--- config.mk ---
export PLATFORM = sky130hd
export DESIGN_NAME = scm_geom
export DESIGN_NICKNAME = d
export VERILOG_FILES = /design/src/scm_pkg.sv /design/src/scm_geom.sv
export SDC_FILE = /design/constraint.sdc
export NUM_CORES = 2
export LEC_CHECK = 0
export BUFFER_PORTS_ARGS = -buffer_cell sky130_fd_sc_hd__buf_4
export CORE_AREA = 2 2 416 253
export CTS_BUF_LIST = sky130_fd_sc_hd__clkbuf_8
export DETAILED_ROUTE_END_ITERATION = 7
export DIE_AREA = 0 0 418 255
export PLACE_DENSITY_LB_ADDON = 0.25
export SYNTH_ARGS = -nofsm -noshare
export SYNTH_HDL_FRONTEND = slang
export SYNTH_SLANG_ARGS = --single-unit
--- constraint.sdc ---
create_clock -name aclk -period 8.84 [get_ports aclk]
set_input_delay 1.768 -clock aclk [delete_from_list [all_inputs] [get_ports aclk]]
set_output_delay 1.768 -clock aclk [all_outputs]
set_load 0.01 [all_outputs]
--- src/scm_pkg.sv ---
// ----------------------------------------------------------------------------
// scm_pkg
// Shared types, constants and codes of the strided convolution MAC core.
// ----------------------------------------------------------------------------
package scm_pkg;

    // Data path and store geometry
    localparam int DATA_W       = 16;
    localparam int ACC_W        = 48;
    localparam int PROD_W       = 2 * DATA_W;
    localparam int IMAGE_WORDS  = 262144;
    localparam int WEIGHT_WORDS = 65536;
    localparam int IMG_AW       = 18;
    localparam int WGT_AW       = 16;

    // Configuration port
    localparam int CFG_IDX_W  = 3;
    localparam int CFG_DATA_W = 10;

    localparam logic [CFG_IDX_W-1:0] REG_IMG_ROWS     = 3'd0;
    localparam logic [CFG_IDX_W-1:0] REG_IMG_COLS     = 3'd1;
    localparam logic [CFG_IDX_W-1:0] REG_IN_CHANNELS  = 3'd2;
    localparam logic [CFG_IDX_W-1:0] REG_KERNEL_ROWS  = 3'd3;
    localparam logic [CFG_IDX_W-1:0] REG_KERNEL_COLS  = 3'd4;
    localparam logic [CFG_IDX_W-1:0] REG_OUT_CHANNELS = 3'd5;
    localparam logic [CFG_IDX_W-1:0] REG_STRIDE       = 3'd6;

    // Commands
    localparam logic [1:0] CMD_LOAD_PIXEL  = 2'd0;
    localparam logic [1:0] CMD_LOAD_WEIGHT = 2'd1;
    localparam logic [1:0] CMD_COMPUTE     = 2'd2;

    typedef struct packed {
        logic [1:0]        command;
        logic [17:0]       address;
        logic signed [15:0] value;
        logic [8:0]        out_channel;
        logic [8:0]        out_row;
        logic [8:0]        out_col;
    } in_item_t;

    typedef struct packed {
        logic signed [47:0] sum;
        logic               error;
    } out_item_t;

    typedef struct packed {
        logic [9:0] img_rows;
        logic [9:0] img_cols;
        logic [9:0] in_channels;
        logic [3:0] kernel_rows;
        logic [3:0] kernel_cols;
        logic [9:0] out_channels;
        logic [3:0] stride;
    } cfg_t;

    // Window geometry handed from the check unit to the sequencer
    typedef struct packed {
        logic              bad;
        logic              empty;
        logic [IMG_AW-1:0] off0;
        logic [IMG_AW-1:0] plane;
        logic [WGT_AW-1:0] w_base;
    } geom_t;

endpackage

--- src/scm_geom.sv ---
// ----------------------------------------------------------------------------
// scm_geom
// Three-stage window geometry unit: computes the window origin, channel plane
// size and filter base, and checks grid and store bounds for one compute.
// ----------------------------------------------------------------------------
module scm_geom (
    input  logic              aclk,
    input  logic              aresetn,
    input  logic              start,
    input  scm_pkg::cfg_t     cfg,
    input  logic [8:0]        oc,
    input  logic [8:0]        orow,
    input  logic [8:0]        ocol,
    output logic              done,
    output scm_pkg::geom_t    geom
);

    logic        s1_valid_reg;
    logic        s2_valid_reg;
    logic        done_reg;

    logic [12:0] r0_reg;
    logic [12:0] c0_reg;
    logic [19:0] plane_reg;
    logic [7:0]  kk_reg;
    logic [18:0] tw_reg;
    logic        bad0_reg;

    logic [23:0] off0_reg;
    logic [29:0] lastc_reg;
    logic [17:0] ikk_reg;
    logic [26:0] wbase_reg;
    logic [13:0] tail_reg;
    logic        bad1_reg;
    logic        empty_reg;

    logic [31:0] last_pix;
    logic [31:0] last_w;

    scm_pkg::geom_t geom_reg;

    // Advance the stage valids
    always_ff @(posedge aclk) begin
        if (!aresetn) begin
            s1_valid_reg <= 1'b0;
            s2_valid_reg <= 1'b0;
            done_reg     <= 1'b0;
        end else begin
            s1_valid_reg <= start;
            s2_valid_reg <= s1_valid_reg;
            done_reg     <= s2_valid_reg;
        end
    end

    // Stage 1: origin, plane size, kernel area, filter group index
    always_ff @(posedge aclk) begin
        if (start) begin
            r0_reg    <= 13'(orow) * 13'(cfg.stride);
            c0_reg    <= 13'(ocol) * 13'(cfg.stride);
            plane_reg <= 20'(cfg.img_rows) * 20'(cfg.img_cols);
            kk_reg    <= 8'(cfg.kernel_rows) * 8'(cfg.kernel_cols);
            tw_reg    <= 19'(oc) * 19'(cfg.in_channels);
            bad0_reg  <= (cfg.stride == 4'd0)
                      || (10'(cfg.kernel_rows) > cfg.img_rows)
                      || (10'(cfg.kernel_cols) > cfg.img_cols)
                      || (10'(oc) >= cfg.out_channels);
        end
    end

    // Stage 2: window offset, last channel base, filter base, grid check
    always_ff @(posedge aclk) begin
        if (s1_valid_reg) begin
            off0_reg  <= 24'(r0_reg) * 24'(cfg.img_cols) + 24'(c0_reg);
            lastc_reg <= 30'(cfg.in_channels - 10'd1) * 30'(plane_reg);
            ikk_reg   <= 18'(cfg.in_channels) * 18'(kk_reg);
            wbase_reg <= 27'(tw_reg) * 27'(kk_reg);
            tail_reg  <= 14'(cfg.kernel_rows - 4'd1) * 14'(cfg.img_cols)
                       + 14'(cfg.kernel_cols - 4'd1);
            bad1_reg  <= bad0_reg
                      || (r0_reg > 13'(cfg.img_rows - 10'(cfg.kernel_rows)))
                      || (c0_reg > 13'(cfg.img_cols - 10'(cfg.kernel_cols)));
            empty_reg <= (cfg.in_channels == 10'd0) || (kk_reg == 8'd0);
        end
    end

    // Stage 3: last addresses touched against the store sizes
    assign last_pix = 32'(lastc_reg) + 32'(off0_reg) + 32'(tail_reg);
    assign last_w   = 32'(wbase_reg) + 32'(ikk_reg) - 32'd1;

    always_ff @(posedge aclk) begin
        if (s2_valid_reg) begin
            geom_reg.bad    <= bad1_reg || (!empty_reg
                             && ((last_pix >= 32'(scm_pkg::IMAGE_WORDS))
                             ||  (last_w   >= 32'(scm_pkg::WEIGHT_WORDS))));
            geom_reg.empty  <= empty_reg;
            geom_reg.off0   <= off0_reg[scm_pkg::IMG_AW-1:0];
            geom_reg.plane  <= plane_reg[scm_pkg::IMG_AW-1:0];
            geom_reg.w_base <= wbase_reg[scm_pkg::WGT_AW-1:0];
        end
    end

    assign done = done_reg;
    assign geom = geom_reg;

endmodule

# After elaboration in Yosys (flattened, before gate mapping)
# Index checks and enable logic that the tools add are counted.
# W data, S select, Z words.
[totals]
reg_bits = 246
word_cells = 62
[op_classes]
addsub = 11
mul = 10
n_lt_le_gt_ge = 7
reduce_logical = 13
[op_table]
columns = ["cell", "count"]
rows = [
  ["$add A31 B14 Y32", 1],
  ["$ge A32 B17 Y1 const B", 1],
  ["$ge A32 B19 Y1 const B", 1],
  ["$add A30 B24 Y31", 1],
  ["$mul A11 B21 Y30", 1],
  ["$sub A28 B1 Y29 const B", 1],
  ["$add A27 B18 Y28", 1],
  ["$mul A19 B8 Y27", 1],
  ["$gt A13 B13 Y1", 2],
  ["$mul A9 B4 Y13", 2],
  ["$add A23 B13 Y24", 1],
  ["$mul A13 B10 Y23", 1],
  ["$sub A10 B4 Y11", 2],
  ["$gt A4 B10 Y1", 2],
  ["$mul A10 B10 Y20", 1],
  ["$mul A9 B10 Y19", 1],
  ["$mul A10 B8 Y18", 1],
  ["$add A14 B14 Y14", 1],
  ["$mul A5 B11 Y14", 1],
  ["$sub A10 B1 Y11 const B", 1],
  ["$ge A9 B10 Y1", 1],
  ["$logic_not A10 Y1", 1],
  ["$sub A4 B1 Y5 const B", 2],
  ["$logic_not A8 Y1", 1],
  ["5 further kinds", 12],
]

# Longest topological paths before layout
[logic_depth]
word_depth = 6
mapped_depth = 28

# Least setup slack after synthesis
# Ideal clock, no wire load.
[synth_path]
path_kind = "input to register"
from = "input cfg[29] in the netlist's numbering"
to = "register lastc_reg[28] (data pin)"
setup_ns = 0.258
arrival_time_ns = 7.531
t_required_ns = 8.582
setup_slack_ns = 1.052
stages = 24
cell_sequence = "clkbuf_1 or4_1 nor3_1 xor2_1 clkbuf_1 and2_1 fa_1 fa_1 fa_1 fa_1 inv_1 fa_1 inv_1 ha_1 and2_1 nor2_1 nor2_1 a211o_1 o31ai_1 nor4b_1 or2_2 o2111ai_1 a21oi_1 xnor2_1"
[synth_via]
elab_chain_len = 2
[synth_rtl]
columns = ["item", "line", "text"]
rows = [
  ["start, declared", "scm_geom.sv:10", "input scm_pkg::cfg_t cfg,"],
  ["$sub A10 B1 Y11", "scm_geom.sv:74", "lastc_reg <= 30'(cfg.in_channels - 10'd1) * 30'(plane_reg);"],
  ["$mul A11 B21 Y30", "scm_geom.sv:74", ""],
  ["end signal, assigned", "scm_geom.sv:74", ""],
  ["end, declared", "scm_geom.sv:30", "logic [29:0] lastc_reg;"],
]
# Every way passes these cells.
# A chain may end at the register's enable or synchronous reset.

# Worst setup path after layout
[layout_path]
from = "input cfg[23] in the netlist's numbering"
to = "register lastc_reg[28] (data pin)"
# The elaborated chain is that of the path after synthesis.

==> results by group <==
Status
  – Status: finished clean

Floorplan
  – Die ar.: 106600 um^2
  – Chip Height: 255 um
  – Placeable Area: 103500 um^2
  – Initial core utilization: 0.3951
  – Die width: 418 um
  – Ports: 137
  – Row count: 92

Placed design
  – Final GP Congestion: 0.9034
  – Number of I/O port buffers: 136
  – Post-placement cell count: 5659
  – Hpwl dp: 86520 um
  – Pre-CTS setup slack: 0.1976 ns

Synth
  – Yosys top cell area share: 0.3026
  – Count of different cell masters after synthesis: 78
  – Cell count after synthesis: 4287
  – Post-synth top area cell: fa_1
  – Synthesized area: 40890 um^2
  – Largest cells by area after synthesis: fa_1, edfxtp_1, ha_1
  – Top_reg_cell synth: edfxtp_1
  – Post-synth EDFFs: 243
  – Syn_nets: 5511
  – Seq cells post-synth: 246
  – Post-synth top cells: inv_1, fa_1, nand2_1
  – Seq/Total Area, Yosys: 0.1799
  – Ys async rst share: 0
  – Most common cell in the netlist: inv_1
  – Yosys warnings: 0
  – Mean area per synthesized cell: 9.537 um^2

Worst setup path
  – R2R cell count: 19
  – Endpoint class of the critical path: register
  – Number of stages on the worst setup path: 26
  – Worst-path fanout max: 13
  – Crit start category: primary input
  – CP delay by family, top: adder cells
  – R2R Path End: off0_reg[23]
  – Slowest cell on the critical path: xnor2_1
  – Worst path bufs/invs: 5
  – CP peak stage delay: 0.61 ns
  – CP Data Arrival Time: 8.45 ns
  – CP Launch Point: cfg[23]
  – Setup CP Type: primary input to register
  – CP Data Required Time: 9.23 ns
  – RR Startpoint: r0_reg[5]
  – Reg2Reg Setup Slack: 2.46 ns

Clock tree
  – CTS buffer count: 46
  – Post-CTS Hold Buffers: 0
  – Clock Tree Buf Depth: 3
  – Root Driver: clkbuf_8
  – Clock Latency Late Sink: 0.69 ns
  – H-tree depth: 2
  – Post-cts gate resize count: 0
  – Total clock sinks: 246
  – Clk slew on worst S/H paths: 0.06 ns
  – CTS tree: done
  – Postcts setup bufs: 0

Cells and area
  – Non-filler instance count after layout: 5742
  – Synth-to-Final Area Change: 8.265%
  – Layout cell share with drive strength beyond 1: 0.06076
  – Footprint of the multi-input gates: 29810 um^2
  – Post-layout nets: 5568
  – FILL cells: 10130
  – Register Area: 7362 um^2
  – Largest register FFs: 54

STA
  – Final WS setup: 0.7755 ns
  – Fin crit share: 0.9123
  – Fin. Hold Viols: 0
  – Worst Tran Pin Value: 1.141 ns
  – Final Max Tran Viols: 0
  – Max Fclk: 124.0 MHz
  – Final min period: 8.065 ns
  – Clock Skew: 0.06942 ns
  – Hold WS: 0.4797 ns
  – Post-Route Setup TNS: 0 ns
  – RSZ-0062 raised after global routing: false
  – # setup viols final: 0
  – Rel. slew slack: 0.2194

Global route
  – Vias in the first global route: 29230
  – Largest net degree at the start of global routing: 75
  – Initial antenna violation count: 4
  – Gr ovfl total: 0
  – Gr usage total: 0.2046
  – First-pass GRT wire length: 169200 um

Worst hold path
  – Hold_sp: wbase_reg[15]
  – WHS Endpoint: geom[15]
  – Worst Hold Path Cells: 0
  – Tightest Hold Check Type: register to register

Run
  – Max cap viols: 0

Route
  – DRC viols: 0
  – DRT Pass-1 Iters: 5
  – DR vias: 28760
  – DR WL/cell: 18.54 um
  – Post-DRT Antenna Nets: 0
  – DR iter-0 viols: 2057
  – Drt total wl: 106500 um
  – Via/cell ratio: 5.009
## through the flow
| step | area [um^2] | util |
|---|---|---|
| 3_3_place_gp | 43260 | 0.4180 |
| 6_report | 44270 | 0.4278 |
| 4_1_cts | 44260 | 0.4277 |
| 3_5_place_dp | 43260 | 0.4180 |
| 5_1_grt | 44270 | 0.4278 |
| 2_1_floorplan | 40890 | - |
## how the worst max path moves through the flow
stage | to
after floorplan | lastc_reg[28]
after global placement | lastc_reg[28]
after detailed placement | lastc_reg[28]
after CTS | lastc_reg[28]
after global routing | lastc_reg[28]
final | lastc_reg[28]
## logic make-up (layout without fill, tap and decap cells)
kind of cell / Yosys count / count (layout) / share of synthesized area
muxes: 5 / 5 / 0.001255
adders and majority gates: 1142 / 1142 / 0.4629
and+or+nand+nor: 1299 / 1299 / 0.1575
xor gates and xnor gates: 171 / 171 / 0.03663
other: 0 / 1 / 0
DFF: 246 / 246 / 0.1799
AOI/OAI and AO/OA: 434 / 434 / 0.07069
buffers and inverters: 990 / 1081 / 0.09104
## final cells by class
| class | instances | share of cell area |
|---|---|---|
| Clock buffer | 47 | 0.01461 |
| Timing Repair Buffer | 169 | 0.02866 |
| Multi-Input combinational cell | 3051 | 0.6734 |
| Antenna cell | 1 | 0.00005653 |
| Sequential cell | 246 | 0.1663 |
| Clock inverter | 35 | 0.008084 |
| Inverter | 830 | 0.07038 |
| Tap cell | 1363 | 0.03853 |
## per-layer routing
| metal | track usage | routed length (um) | vias up |
|---|---|---|---|
| met1 | 0.3156 | 53620 | 14120 |
| met2 | 0.2729 | 39700 | 903 |
| met4 | 0.03125 | 1428 | 2 |
| met3 | 0.07365 | 11710 | 103 |
| met5 | 0 | 9 | - |
| li1 | - | - | 13640 |
## layout by cell type, fill, tap and decap left out, types with 6 or more instances in the layout
| master | instances |
|---|---|
| inv_1 | 834 |
| fa_1 | 618 |
| nand2_1 | 532 |
| ha_1 | 524 |
| and2_1 | 350 |
| edfxtp_1 | 243 |
| buf_4 | 169 |
| xnor2_1 | 134 |
| a21oi_1 | 128 |
| nor2_1 | 128 |
| nor2b_1 | 87 |
| a21o_1 | 65 |
| o21ai_0 | 64 |
| clkbuf_8 | 47 |
| nand3_1 | 39 |
| nor3_1 | 38 |
| xor2_1 | 37 |
| nand2b_1 | 37 |
| o21a_1 | 26 |
| o21bai_1 | 20 |
| a211oi_1 | 18 |
| nand4_1 | 16 |
| or2_2 | 15 |
| and3_1 | 12 |
| a211o_1 | 12 |
| o31ai_1 | 11 |
| nor4_1 | 10 |
| or3_1 | 10 |
| clkinv_1 | 10 |
| or4_1 | 8 |
| o211ai_1 | 8 |
| a31oi_1 | 7 |
| clkinv_2 | 7 |
| bufinv_16 | 7 |
| a21boi_0 | 6 |
Power is not shown: default switching activity piles up to over one toggle a cycle in this logic, so the estimate is an artifact.
